`config.mk`:
```
export PLATFORM = sky130hd
export DESIGN_NAME = escape_time_fractal_iterator
export DESIGN_NICKNAME = d
export VERILOG_FILES = /design/src/rtl/efi_pkg.sv /design/src/rtl/escape_time_fractal_iterator.sv /design/src/rtl/efi_mul.sv /design/src/rtl/efi_div.sv
export SDC_FILE = /design/constraint.sdc
export NUM_CORES = 2
export LEC_CHECK = 0
export ABC_CLOCK_PERIOD_IN_PS = 12880
export BUFFER_PORTS_ARGS = -buffer_cell sky130_fd_sc_hd__buf_2
export CAP_MARGIN = 15
export CORE_ASPECT_RATIO = 0.8
export CORE_UTILIZATION = 40
export DETAILED_ROUTE_END_ITERATION = 16
export GPL_ROUTABILITY_DRIVEN = 0
export PLACE_DENSITY_LB_ADDON = 0.05
export SLEW_MARGIN = 20
export SYNTH_ARGS = -nofsm -noshare
export SYNTH_HDL_FRONTEND = slang
export SYNTH_SLANG_ARGS = --single-unit
```
`constraint.sdc`:
```
create_clock -name clk -period 12.88 [get_ports clk]
set_clock_uncertainty 0.2 [all_clocks]
set_input_delay 2.576 -clock clk [delete_from_list [all_inputs] [get_ports clk]]
set_output_delay 2.576 -clock clk [all_outputs]
set_load 0.01 [all_outputs]
```
`src/rtl/efi_pkg.sv`:
```
// Shared types and constants for the escape-time fractal iterator.
// Used by the intensity divider and the top level; no dependencies.
package efi_pkg;

    // Width of the intensity result and of the divider quotient.
    localparam int INTENSITY_WIDTH = 8;

    // Width of the configuration register index.
    localparam int CFG_INDEX_WIDTH = 3;

    // Configuration register indexes.
    localparam logic [CFG_INDEX_WIDTH-1:0] REG_MAX_ITERATIONS = 3'd0;
    localparam logic [CFG_INDEX_WIDTH-1:0] REG_START_REAL     = 3'd1;
    localparam logic [CFG_INDEX_WIDTH-1:0] REG_START_IMAG     = 3'd2;
    localparam logic [CFG_INDEX_WIDTH-1:0] REG_KNEE_COUNT     = 3'd3;

endpackage

```
`src/rtl/escape_time_fractal_iterator.sv`:
```
// Escape-time fractal iterator: z = z*z + c on one shared multiplier.
// Depends on efi_pkg, efi_mul and efi_div.
//
// Usage: a point (c_real, c_imag), signed fixed point with COORD_WIDTH-4
// fraction bits, is taken as one beat on the input channel when in_valid and
// in_ready are both high. One intensity beat per point comes out on the
// output channel when out_valid and out_ready are both high.
// Each iteration runs on the shared multiplier through S_RR, S_II, S_RI and
// S_UPD: zr*zr, zi*zi, zr*zi, then the update of z. The squares of the new z
// serve as its escape test. The intensity of a point comes from the divider;
// a found cycle or a zero count skips the divider and gives zero.
// The block works on one point at a time; in_ready is high only while the
// sequencer is idle. A finished result sits in the output register, so the
// next point is accepted while that result waits; a second finished result
// waits in the sequencer until the receiver takes the first one.
// Reset clears the sequencer and output valid and loads the registers with
// max_iterations = 256, start = 0 and knee_count = 16. Configuration is
// written through cfg_we, cfg_index and cfg_data, by the user only while
// no point is in work (not enforced by the block); indexes above 3 are ignored.
module escape_time_fractal_iterator #(
    parameter int COORD_WIDTH = 32,
    parameter int ITER_WIDTH  = 16,
    localparam int CFG_WIDTH  = (COORD_WIDTH > ITER_WIDTH) ? COORD_WIDTH : ITER_WIDTH
) (
    input  logic                                  clk,
    input  logic                                  rst_n,
    input  logic                                  in_valid,
    output logic                                  in_ready,
    input  logic signed [COORD_WIDTH-1:0]         c_real,
    input  logic signed [COORD_WIDTH-1:0]         c_imag,
    output logic                                  out_valid,
    input  logic                                  out_ready,
    output logic [efi_pkg::INTENSITY_WIDTH-1:0]   intensity,
    input  logic                                  cfg_we,
    input  logic [efi_pkg::CFG_INDEX_WIDTH-1:0]   cfg_index,
    input  logic [CFG_WIDTH-1:0]                  cfg_data
);

    localparam int W     = COORD_WIDTH;
    localparam int PW    = 2 * COORD_WIDTH;
    localparam int FRAC  = COORD_WIDTH - 4;
    localparam int SW    = W + 6;
    localparam int QW    = efi_pkg::INTENSITY_WIDTH;
    localparam int NUM_W = ITER_WIDTH + 8;
    localparam int DEN_W = ITER_WIDTH + 1;
    localparam logic [PW-1:0] LIMIT = PW'(1) << (2 * FRAC + 2);
    localparam logic signed [W-1:0] MAX_V = {1'b0, {(W-1){1'b1}}};
    localparam logic signed [W-1:0] MIN_V = {1'b1, {(W-1){1'b0}}};

    typedef enum logic [2:0] {
        S_IDLE,
        S_RR,
        S_II,
        S_RI,
        S_UPD,
        S_DIV,
        S_DONE
    } state_t;

    // Clamp a wide sum to the coordinate range.
    function automatic logic signed [W-1:0] saturate(input logic [SW-1:0] v);
        if (v[SW-1:W-1] == {(SW-W+1){v[SW-1]}})
        begin
            return v[W-1:0];
        end
        else if (v[SW-1])
        begin
            return MIN_V;
        end
        else
        begin
            return MAX_V;
        end
    endfunction

    // Configuration registers.
    logic [ITER_WIDTH-1:0]  max_iter_reg;
    logic signed [W-1:0]    start_re_reg;
    logic signed [W-1:0]    start_im_reg;
    logic [ITER_WIDTH-1:0]  knee_reg;

    always_ff @(posedge clk or negedge rst_n)
    begin
        if (!rst_n)
        begin
            max_iter_reg <= ITER_WIDTH'(256);
            start_re_reg <= '0;
            start_im_reg <= '0;
            knee_reg     <= ITER_WIDTH'(16);
        end
        else if (cfg_we)
        begin
            unique case (cfg_index)
                efi_pkg::REG_MAX_ITERATIONS: max_iter_reg <= cfg_data[ITER_WIDTH-1:0];
                efi_pkg::REG_START_REAL:     start_re_reg <= cfg_data[W-1:0];
                efi_pkg::REG_START_IMAG:     start_im_reg <= cfg_data[W-1:0];
                efi_pkg::REG_KNEE_COUNT:     knee_reg     <= cfg_data[ITER_WIDTH-1:0];
                default: ;
            endcase
        end
    end

    // Sequencer and datapath registers.
    state_t                 state_reg, state_next;
    logic signed [W-1:0]    zr_reg, zr_next;
    logic signed [W-1:0]    zi_reg, zi_next;
    logic signed [W-1:0]    sr_reg, sr_next;
    logic signed [W-1:0]    si_reg, si_next;
    logic signed [W-1:0]    cr_reg, cr_next;
    logic signed [W-1:0]    ci_reg, ci_next;
    logic [PW-1:0]          rr_reg, rr_next;
    logic [PW-1:0]          ii_reg, ii_next;
    logic [ITER_WIDTH-1:0]  n_reg, n_next;
    logic [QW-1:0]          res_reg, res_next;
    logic                   out_valid_reg, out_valid_next;
    logic [QW-1:0]          intensity_reg, intensity_next;

    // Shared multiplier.
    logic signed [W-1:0]    mul_a, mul_b;
    logic signed [PW-1:0]   prod;

    always_comb
    begin
        case (state_reg)
            S_RR:
            begin
                mul_a = zr_reg;
                mul_b = zr_reg;
            end
            S_II:
            begin
                mul_a = zi_reg;
                mul_b = zi_reg;
            end
            default:
            begin
                mul_a = zr_reg;
                mul_b = zi_reg;
            end
        endcase
    end

    efi_mul #(
        .WIDTH (W)
    ) u_mul (
        .clk  (clk),
        .a    (mul_a),
        .b    (mul_b),
        .prod (prod)
    );

    // Intensity divider: 255*n / (knee + n).
    logic                   div_start;
    logic                   div_done;
    logic [NUM_W-1:0]       div_num;
    logic [DEN_W-1:0]       div_den;
    logic [QW-1:0]          div_quot;

    assign div_num = (NUM_W'(n_reg) << 8) - NUM_W'(n_reg);
    assign div_den = DEN_W'(knee_reg) + DEN_W'(n_reg);

    efi_div #(
        .NUM_WIDTH (NUM_W),
        .DEN_WIDTH (DEN_W)
    ) u_div (
        .clk   (clk),
        .rst_n (rst_n),
        .start (div_start),
        .num   (div_num),
        .den   (div_den),
        .done  (div_done),
        .quot  (div_quot)
    );

    // Escape, cycle and limit tests on the current z.
    logic [PW-1:0]  mag;
    logic           escaped;
    logic           repeated;
    logic           save_point;
    logic           at_limit;
    logic           finish;
    logic           finish_zero;

    assign mag        = rr_reg + prod;
    assign escaped    = (n_reg != '0) && (mag > LIMIT);
    assign repeated   = (n_reg != '0) && (zr_reg == sr_reg) && (zi_reg == si_reg);
    assign save_point = (n_reg != '0) && ((n_reg & (n_reg + 1'b1)) == '0);
    assign at_limit   = n_reg >= max_iter_reg;

    // Next z from the squares and the cross product.
    logic [PW:0]     diff;
    logic [SW-1:0]   re_sum;
    logic [SW-1:0]   im_sum;

    assign diff   = {rr_reg[PW-1], rr_reg} - {ii_reg[PW-1], ii_reg};
    assign re_sum = {diff[PW], diff[PW:FRAC]} + {{(SW-W){cr_reg[W-1]}}, cr_reg};
    assign im_sum = {prod[PW-1], prod[PW-1:FRAC-1]} + {{(SW-W){ci_reg[W-1]}}, ci_reg};

    always_comb
    begin
        state_next     = state_reg;
        zr_next        = zr_reg;
        zi_next        = zi_reg;
        sr_next        = sr_reg;
        si_next        = si_reg;
        cr_next        = cr_reg;
        ci_next        = ci_reg;
        rr_next        = rr_reg;
        ii_next        = ii_reg;
        n_next         = n_reg;
        res_next       = res_reg;
        out_valid_next = out_valid_reg && !out_ready;
        intensity_next = intensity_reg;
        div_start      = 1'b0;
        finish         = 1'b0;
        finish_zero    = 1'b0;

        unique case (state_reg)
            S_IDLE:
            begin
                if (in_valid)
                begin
                    cr_next    = c_real;
                    ci_next    = c_imag;
                    zr_next    = start_re_reg;
                    zi_next    = start_im_reg;
                    sr_next    = start_re_reg;
                    si_next    = start_im_reg;
                    n_next     = '0;
                    state_next = S_RR;
                end
            end
            S_RR:
            begin
                state_next = S_II;
            end
            S_II:
            begin
                rr_next    = prod;
                state_next = S_RI;
            end
            S_RI:
            begin
                ii_next = prod;
                if (escaped)
                begin
                    finish = 1'b1;
                end
                else if (repeated)
                begin
                    finish      = 1'b1;
                    finish_zero = 1'b1;
                end
                else
                begin
                    if (save_point)
                    begin
                        sr_next = zr_reg;
                        si_next = zi_reg;
                    end
                    if (at_limit)
                    begin
                        finish = 1'b1;
                    end
                    else
                    begin
                        state_next = S_UPD;
                    end
                end
                // A zero count or a found cycle gives zero without a division.
                if (finish)
                begin
                    if (finish_zero || n_reg == '0)
                    begin
                        res_next   = '0;
                        state_next = S_DONE;
                    end
                    else
                    begin
                        div_start  = 1'b1;
                        state_next = S_DIV;
                    end
                end
            end
            S_UPD:
            begin
                zr_next    = saturate(re_sum);
                zi_next    = saturate(im_sum);
                n_next     = n_reg + 1'b1;
                state_next = S_RR;
            end
            S_DIV:
            begin
                if (div_done)
                begin
                    res_next   = div_quot;
                    state_next = S_DONE;
                end
            end
            S_DONE:
            begin
                if (!out_valid_reg || out_ready)
                begin
                    intensity_next = res_reg;
                    out_valid_next = 1'b1;
                    state_next     = S_IDLE;
                end
            end
            default:
            begin
                state_next = S_IDLE;
            end
        endcase
    end

    // Sequencer state and output valid.
    always_ff @(posedge clk or negedge rst_n)
    begin
        if (!rst_n)
        begin
            state_reg     <= S_IDLE;
            out_valid_reg <= 1'b0;
        end
        else
        begin
            state_reg     <= state_next;
            out_valid_reg <= out_valid_next;
        end
    end

    // Datapath registers.
    always_ff @(posedge clk)
    begin
        zr_reg        <= zr_next;
        zi_reg        <= zi_next;
        sr_reg        <= sr_next;
        si_reg        <= si_next;
        cr_reg        <= cr_next;
        ci_reg        <= ci_next;
        rr_reg        <= rr_next;
        ii_reg        <= ii_next;
        n_reg         <= n_next;
        res_reg       <= res_next;
        intensity_reg <= intensity_next;
    end

    assign in_ready  = (state_reg == S_IDLE);
    assign out_valid = out_valid_reg;
    assign intensity = intensity_reg;

endmodule

```
`src/rtl/efi_mul.sv`:
```
// Shared signed multiplier with a registered full-width product.
// Depends on nothing; used by the top-level sequencer for all squarings.
module efi_mul #(
    parameter int WIDTH = 32
) (
    input  logic                        clk,
    input  logic signed [WIDTH-1:0]     a,
    input  logic signed [WIDTH-1:0]     b,
    output logic signed [2*WIDTH-1:0]   prod
);

    logic signed [2*WIDTH-1:0] prod_reg;

    // One exact product per cycle, available on the next cycle.
    always_ff @(posedge clk)
    begin
        prod_reg <= a * b;
    end

    assign prod = prod_reg;

endmodule

```
`src/rtl/efi_div.sv`:
```
// Restoring divider for the intensity, one quotient bit per cycle.
// Depends on efi_pkg for the quotient width.
module efi_div #(
    parameter int NUM_WIDTH = 24,
    parameter int DEN_WIDTH = 17
) (
    input  logic                                 clk,
    input  logic                                 rst_n,
    input  logic                                 start,
    input  logic [NUM_WIDTH-1:0]                 num,
    input  logic [DEN_WIDTH-1:0]                 den,
    output logic                                 done,
    output logic [efi_pkg::INTENSITY_WIDTH-1:0]  quot
);

    localparam int QW    = efi_pkg::INTENSITY_WIDTH;
    localparam int CW    = $clog2(QW);
    localparam int CMP_W = NUM_WIDTH + 1;

    logic              busy_reg, busy_next;
    logic              done_reg, done_next;
    logic [CW-1:0]     cnt_reg, cnt_next;
    logic [NUM_WIDTH-1:0] rem_reg, rem_next;
    logic [DEN_WIDTH-1:0] den_reg, den_next;
    logic [QW-1:0]     q_reg, q_next;
    logic [CMP_W-1:0]  shifted;
    logic              fits;

    // Trial subtraction of the divisor shifted to the current quotient bit.
    assign shifted = CMP_W'(den_reg) << cnt_reg;
    assign fits    = CMP_W'(rem_reg) >= shifted;

    always_comb
    begin
        busy_next = busy_reg;
        done_next = 1'b0;
        cnt_next  = cnt_reg;
        rem_next  = rem_reg;
        den_next  = den_reg;
        q_next    = q_reg;
        if (start)
        begin
            busy_next = 1'b1;
            cnt_next  = CW'(QW - 1);
            rem_next  = num;
            den_next  = den;
            q_next    = '0;
        end
        else if (busy_reg)
        begin
            if (fits)
            begin
                rem_next = rem_reg - shifted[NUM_WIDTH-1:0];
            end
            q_next[cnt_reg] = fits;
            if (cnt_reg == '0)
            begin
                busy_next = 1'b0;
                done_next = 1'b1;
            end
            else
            begin
                cnt_next = cnt_reg - 1'b1;
            end
        end
    end

    // Control state is reset; the datapath registers are not.
    always_ff @(posedge clk or negedge rst_n)
    begin
        if (!rst_n)
        begin
            busy_reg <= 1'b0;
            done_reg <= 1'b0;
        end
        else
        begin
            busy_reg <= busy_next;
            done_reg <= done_next;
        end
    end

    always_ff @(posedge clk)
    begin
        cnt_reg <= cnt_next;
        rem_reg <= rem_next;
        den_reg <= den_next;
        q_reg   <= q_next;
    end

    assign done = done_reg;
    assign quot = q_reg;

endmodule

```
-- After elaboration in Yosys (flattened, before gate mapping)
Index checks and enable logic that the tools add are counted.
- add/sub/neg operators: 9
- $mul: 1
- $lt $le $gt $ge: 5
- equal/unequal tests: 24
- shift-type cells: 1
- mux-type cells: 57
- bitwise gates (word level): 2
- reductions and logical operators: 33
- operators with widths (operator ; number):
    $mux 32 ; 14
    $pmux 32 s2 ; 4
    $add 37x32->38 ; 2
    $mux 24 ; 3
    $sub 64x64->65 ; 1
    $add 64x64->64 ; 1
    $eq 32x32->1 ; 2
    $gt 64x59->1 const B ; 1
    $mul 32x32->64 ; 1
    $logic_not 16->1 ; 2
    $pmux 16 s2 ; 1
    $ge 24x25->1 ; 1
    $shl 17x3->25 ; 1
    $mux 8 ; 3
    $sub 24x16->24 ; 1
    $sub 24x24->24 ; 1
    $mux 3 ; 7
    $pmux 3 s7 ; 1
    $mux 1 ; 19
    $reduce_and 2->1 ; 9
    $add 16x16->17 ; 1
    $add 16x1->16 const B ; 1
    $and 16x16->16 ; 1
    $ge 16x16->1 ; 1
    other kinds (25) ; 53
- bits in registers: 570
- bits of input ports: 104
- output and inout bits: 10

-- Depth between registers and ports, before layout
- depth in word-level cells: 12
- depth in mapped cells: 38

-- Modules after synthesis
From an unflattened synthesis, not the netlist that was laid out.
- cells, all modules: 7553
- area total of the unflattened synthesis: 72386.9 µm²
- by module, submodules not included (module ; times used ; cells an instance ; area each (µm²)):
    efi_mul ; 1 ; 4074 ; 37962.7
    escape_time_fractal_iterator ; 1 ; 3062 ; 30466.7
    efi_div ; 1 ; 417 ; 3957.5

-- Least setup slack after synthesis
OpenSTA, ideal clock, no wires.
- path type: register -> register
- start point: reg state_reg[0]
- end point: reg u_mul.prod_reg[63], in the netlist u_mul.prod[63]
- library setup time: 0.121 ns
- data arrival time: 11.082 ns
- required time: 12.559 ns
- setup slack: 1.478 ns
- cell stages (with the launch flop): 36
- buffers on the path: 4
- cells stage by stage: dfrtp_1 -> clkbuf_1 -> inv_1 -> nand2_1 -> nor2_1 -> buf_1 -> buf_1 -> mux2i_1 -> clkbuf_1 -> nor2_1 -> fa_1 -> inv_1 -> fa_1 -> fa_1 -> inv_1 -> fa_1 -> fa_1 -> fa_1 -> fa_1 -> inv_1 -> fa_1 -> inv_1 -> ha_1 -> nand4_1 -> or2_2 -> or3_1 -> inv_1 -> o211ai_1 -> a21oi_1 -> nor3_1 -> o31ai_1 -> a21oi_1 -> o221a_2 -> o31ai_1 -> a21oi_1 -> xnor2_1
- longest elaborated chain between the ends: 3
- RTL lines (item ; line ; RTL):
    from (decl) ; escape_time_fractal_iterator.sv:104 ; state_t state_reg, state_next;
    from (signal assigned) ; escape_time_fractal_iterator.sv:326 ; state_reg <= state_next;
    $eq 3x2->1 / $eq 3x1->1 (equally long branches) ; escape_time_fractal_iterator.sv:124 ; case (state_reg)
    $mux 32 ; escape_time_fractal_iterator.sv:124 ;
    $mul 32x32->64 (*) ; efi_mul.sv:17 ; prod_reg <= a * b;
    to (signal assigned) ; efi_mul.sv:17 ;
    to (decl) ; efi_mul.sv:12 ; logic signed [2*WIDTH-1:0] prod_reg;
Every way passes the cells marked *; elsewhere a longest branch is shown, timed or not.
A chain may end at the register's enable or synchronous reset.

-- Worst setup path after layout
- start point: reg state_reg[0]
- end point: reg u_mul.prod_reg[62], in the netlist u_mul.prod[62]
The elaborated chain is that of the path after synthesis.

==> reports/qor.csv <==
stage,metric,value,unit
synthesis,number of distinct library cells after synthesis,91,
sta,Final min period,11430,ps
min_path,min-delay worst type,reg -> reg,
sta,final setup fails,0,
critical_path,Worst path slowest cell,nor2_4,
critical_path,startpoint types,flop,
critical_path,Worst Path Buf+Inv,8,
cts,Hold Buf Count CTS,0,
cts,H-Tree Depth,2,
synthesis,Synth async-reset ratio,17.9,%
cts,Setup Buffers After CTS,0,
drt,First-pass DRT Iterations,6,
final_layout,Synth-to-Final Area Change,7.92,%
global_routing,gr ovfl total,0,
cts,Root Driver,clkbuf_16,
sta,RSZ-0062 raised after global routing,no,
final_layout,multi-input logic area,49600,sq um
synthesis,post-synthesis sequential area ratio,22.5,%
global_routing,first-pass GRT wire length,388,mm
sta,Final Cycle Share,88.7,%
synthesis,Netlist Area Pre-Place,70400,sq um
sta,fmax,87.5,MHz
floorplan,Die X-Extent,471,um
final_layout,Storage cell area,15900,sq um
floorplan,Die Ht,377,um
critical_path,critical path capture point type,flop,
final_layout,Final Net Count,9002,
critical_path,WP data arrival,11830,ps
synthesis,syn_area_per_cell,9.60,sq um
drt,Antenna Violating Nets Remaining,0,
synthesis,Synth Register Bits,570,
drt,DR iter-0 viols,5522,
final_layout,"commonest non-fill, non-tap cell in the layout",inv_1,
synthesis,synth warn,0,
floorplan,Die Footprint,178000,sq um
floorplan,core area,175000,sq um
drt,WL/cell,27.4,um
critical_path,CP top delay family,adder cells,
final_layout,share of layout cells above drive strength 1,7.73,%
critical_path,Critical Path Max Stage Delay,740,ps
critical_path,Crit path top cell by count,fa_1,
drt,DRC viols,0,
sta,Slew Limit Fails,0,
cts,total CTS buffers,55,
sta,setup TNS,0,ps
drt,via count,54392,
critical_path,WS Path Type,reg -> reg,
sta,Worst slew margin,16.8,%
drt,Routed WL,266,mm
cts,post_cts resized,0,
final_layout,# fillers,17150,
drt,via density per instance,5.61,
synthesis,"EDFF count, synth",393,
global_routing,largest net degree at the start of global routing,65,
place,dpl hpwl,214,mm
global_routing,number of global-route vias before repair,54638,
place,Port-buffer cells,113,
floorplan,row count,137,
global_routing,gr usage total,30.1,%
cts,total clock sinks,570,
job,Max Cap Viol,0,
cts,"Reg clk slew, reported paths",80,ps
final_layout,most frequent cells in the layout,"inv_1 (1155), fa_1 (1087), nand2_1 (884), nor2_1 (772), ha_1 (467)",
outcome,status,"complete, no violations",
cts,TritonCTS clock tree,yes,
global_routing,initial antenna violation count,26,
critical_path,Worst Path Max Fanout,20,
floorplan,initial core utilization,40.4,%
cts,clk_lat worst skew,680,ps
synthesis,Syn Inst Count,7335,
sta,Hold Fails Final Rpt,0,
synthesis,Synth Net Count,8993,
cts,clk buf depth,3,
synthesis,Synth Flop Type,edfxtp_1,
floorplan,num ports,114,
sta,Least-Margin Pin Slew,1240,ps
critical_path,Critical Path RT,13280,ps
-- cells by family after synthesis --
| kind of cell | synth area share, % |
|---|---|
| compound gates | 9.58 |
| xor+xnor | 3.82 |
| simple gates | 13.1 |
| fa+ha+maj | 39.2 |
| mux | 4.11 |
| flops | 22.5 |
| buf+inv | 7.64 |
-- metal layers --
layer  up-vias  routed length [um]  part of all wire (%)  track usage [%]
met5         -                  54                 0.020                0
met4         8                8360                   3.1             8.05
met3       381               21300                   8.0             4.87
met2      2213              111000                    42             43.6
met1     27914              126000                    47             46.1
li1      23876                   -                     -                -
-- through the flow --
| stage | instance area, sq um | hold slack [ps] | setup slack, ps | utilization (%) | instances |
|---|---|---|---|---|---|
| floorplan | 70400 | 200 | 1480 | - | 7335 |
| global placement | 74000 | 200 | 1640 | 42.4 | 9577 |
| detailed placement | 74100 | 205 | 1600 | 42.4 | 9579 |
| CTS | 75900 | 213 | 1540 | 43.5 | 9683 |
| global route | 76000 | 225 | 844 | 43.5 | 9684 |
| finish | 76000 | 213 | 1450 | 43.6 | 9688 |
-- worst reg2reg max path: cells and delay by family, from the launching register on --
family	cells	cell delay [ps]
fa+ha+maj	9	4460
xor+xnor	1	150
compound gates	11	3040
mux	1	570
buf+inv	8	1220
flops	1	480
simple gates	4	1230
-- Yosys cell counts, types with 7 or more instances --
library cell	instances	share of area, %
a21boi_0	13	0.14
clkbuf_1	232	1.2
mux2_2	145	2.3
nor3_1	72	0.51
o21bai_1	42	0.45
edfxtp_1	393	17
dfxtp_1	75	2.1
o41ai_1	8	0.10
o21a_1	49	0.52
xor2_1	141	1.8
nor2_1	776	4.1
nand3_1	81	0.58
a221oi_1	9	0.11
nor2b_1	52	0.46
o21ai_0	207	1.5
and2_1	28	0.25
a21o_1	133	1.4
or3_1	27	0.24
ha_1	467	8.3
nor3b_1	8	0.085
o22ai_1	42	0.37
or2_2	18	0.16
xnor2_1	166	2.1
and3_1	27	0.24
a31oi_1	36	0.32
inv_1	1157	6.2
and4_1	9	0.11
nand2_1	885	4.7
nand2b_1	51	0.45
a21oi_1	307	2.2
dfrtp_1	100	3.6
a2111oi_0	10	0.12
mux2i_1	105	1.5
mux4_2	7	0.22
o211ai_1	18	0.19
a211o_1	9	0.11
o31ai_1	43	0.46
nand4_1	63	0.56
fa_1	1087	31
buf_1	32	0.17
a211oi_1	41	0.44
nor4_1	41	0.36
-- area by class of cell --
class / count / share of cell area, %
repair buffers: 222 / 1.90
inverters: 1159 / 5.73
clock buffers: 79 / 2.09
diodes: 4 / 0.0132
clock inverters: 25 / 0.393
flip-flops and latches: 570 / 20.9
multi-input cells: 5336 / 65.2
well taps: 2293 / 3.78
-- worst paths after layout --
path,from,to,slack [ps],cells after the start
min,res_reg[6]$_SDFFCE_PN0P_,intensity[6]$_DFFE_PP_,210,0
min reg2reg,res_reg[6]$_SDFFCE_PN0P_,intensity[6]$_DFFE_PP_,210,0
max,state_reg[0]$_DFFE_PN0P_,u_mul.prod[62]$_DFF_P_,1450,34
max in group asynchronous,rst_n,start_re_reg[4]$_DFFE_PN0P_,9360,2
max reg2reg,state_reg[0]$_DFFE_PN0P_,u_mul.prod[62]$_DFF_P_,1450,34
min in group asynchronous,rst_n,knee_reg[0]$_DFFE_PN0P_,1720,1
Power is not shown: default switching activity piles up to over one toggle a cycle in this logic, so the estimate is an artifact.
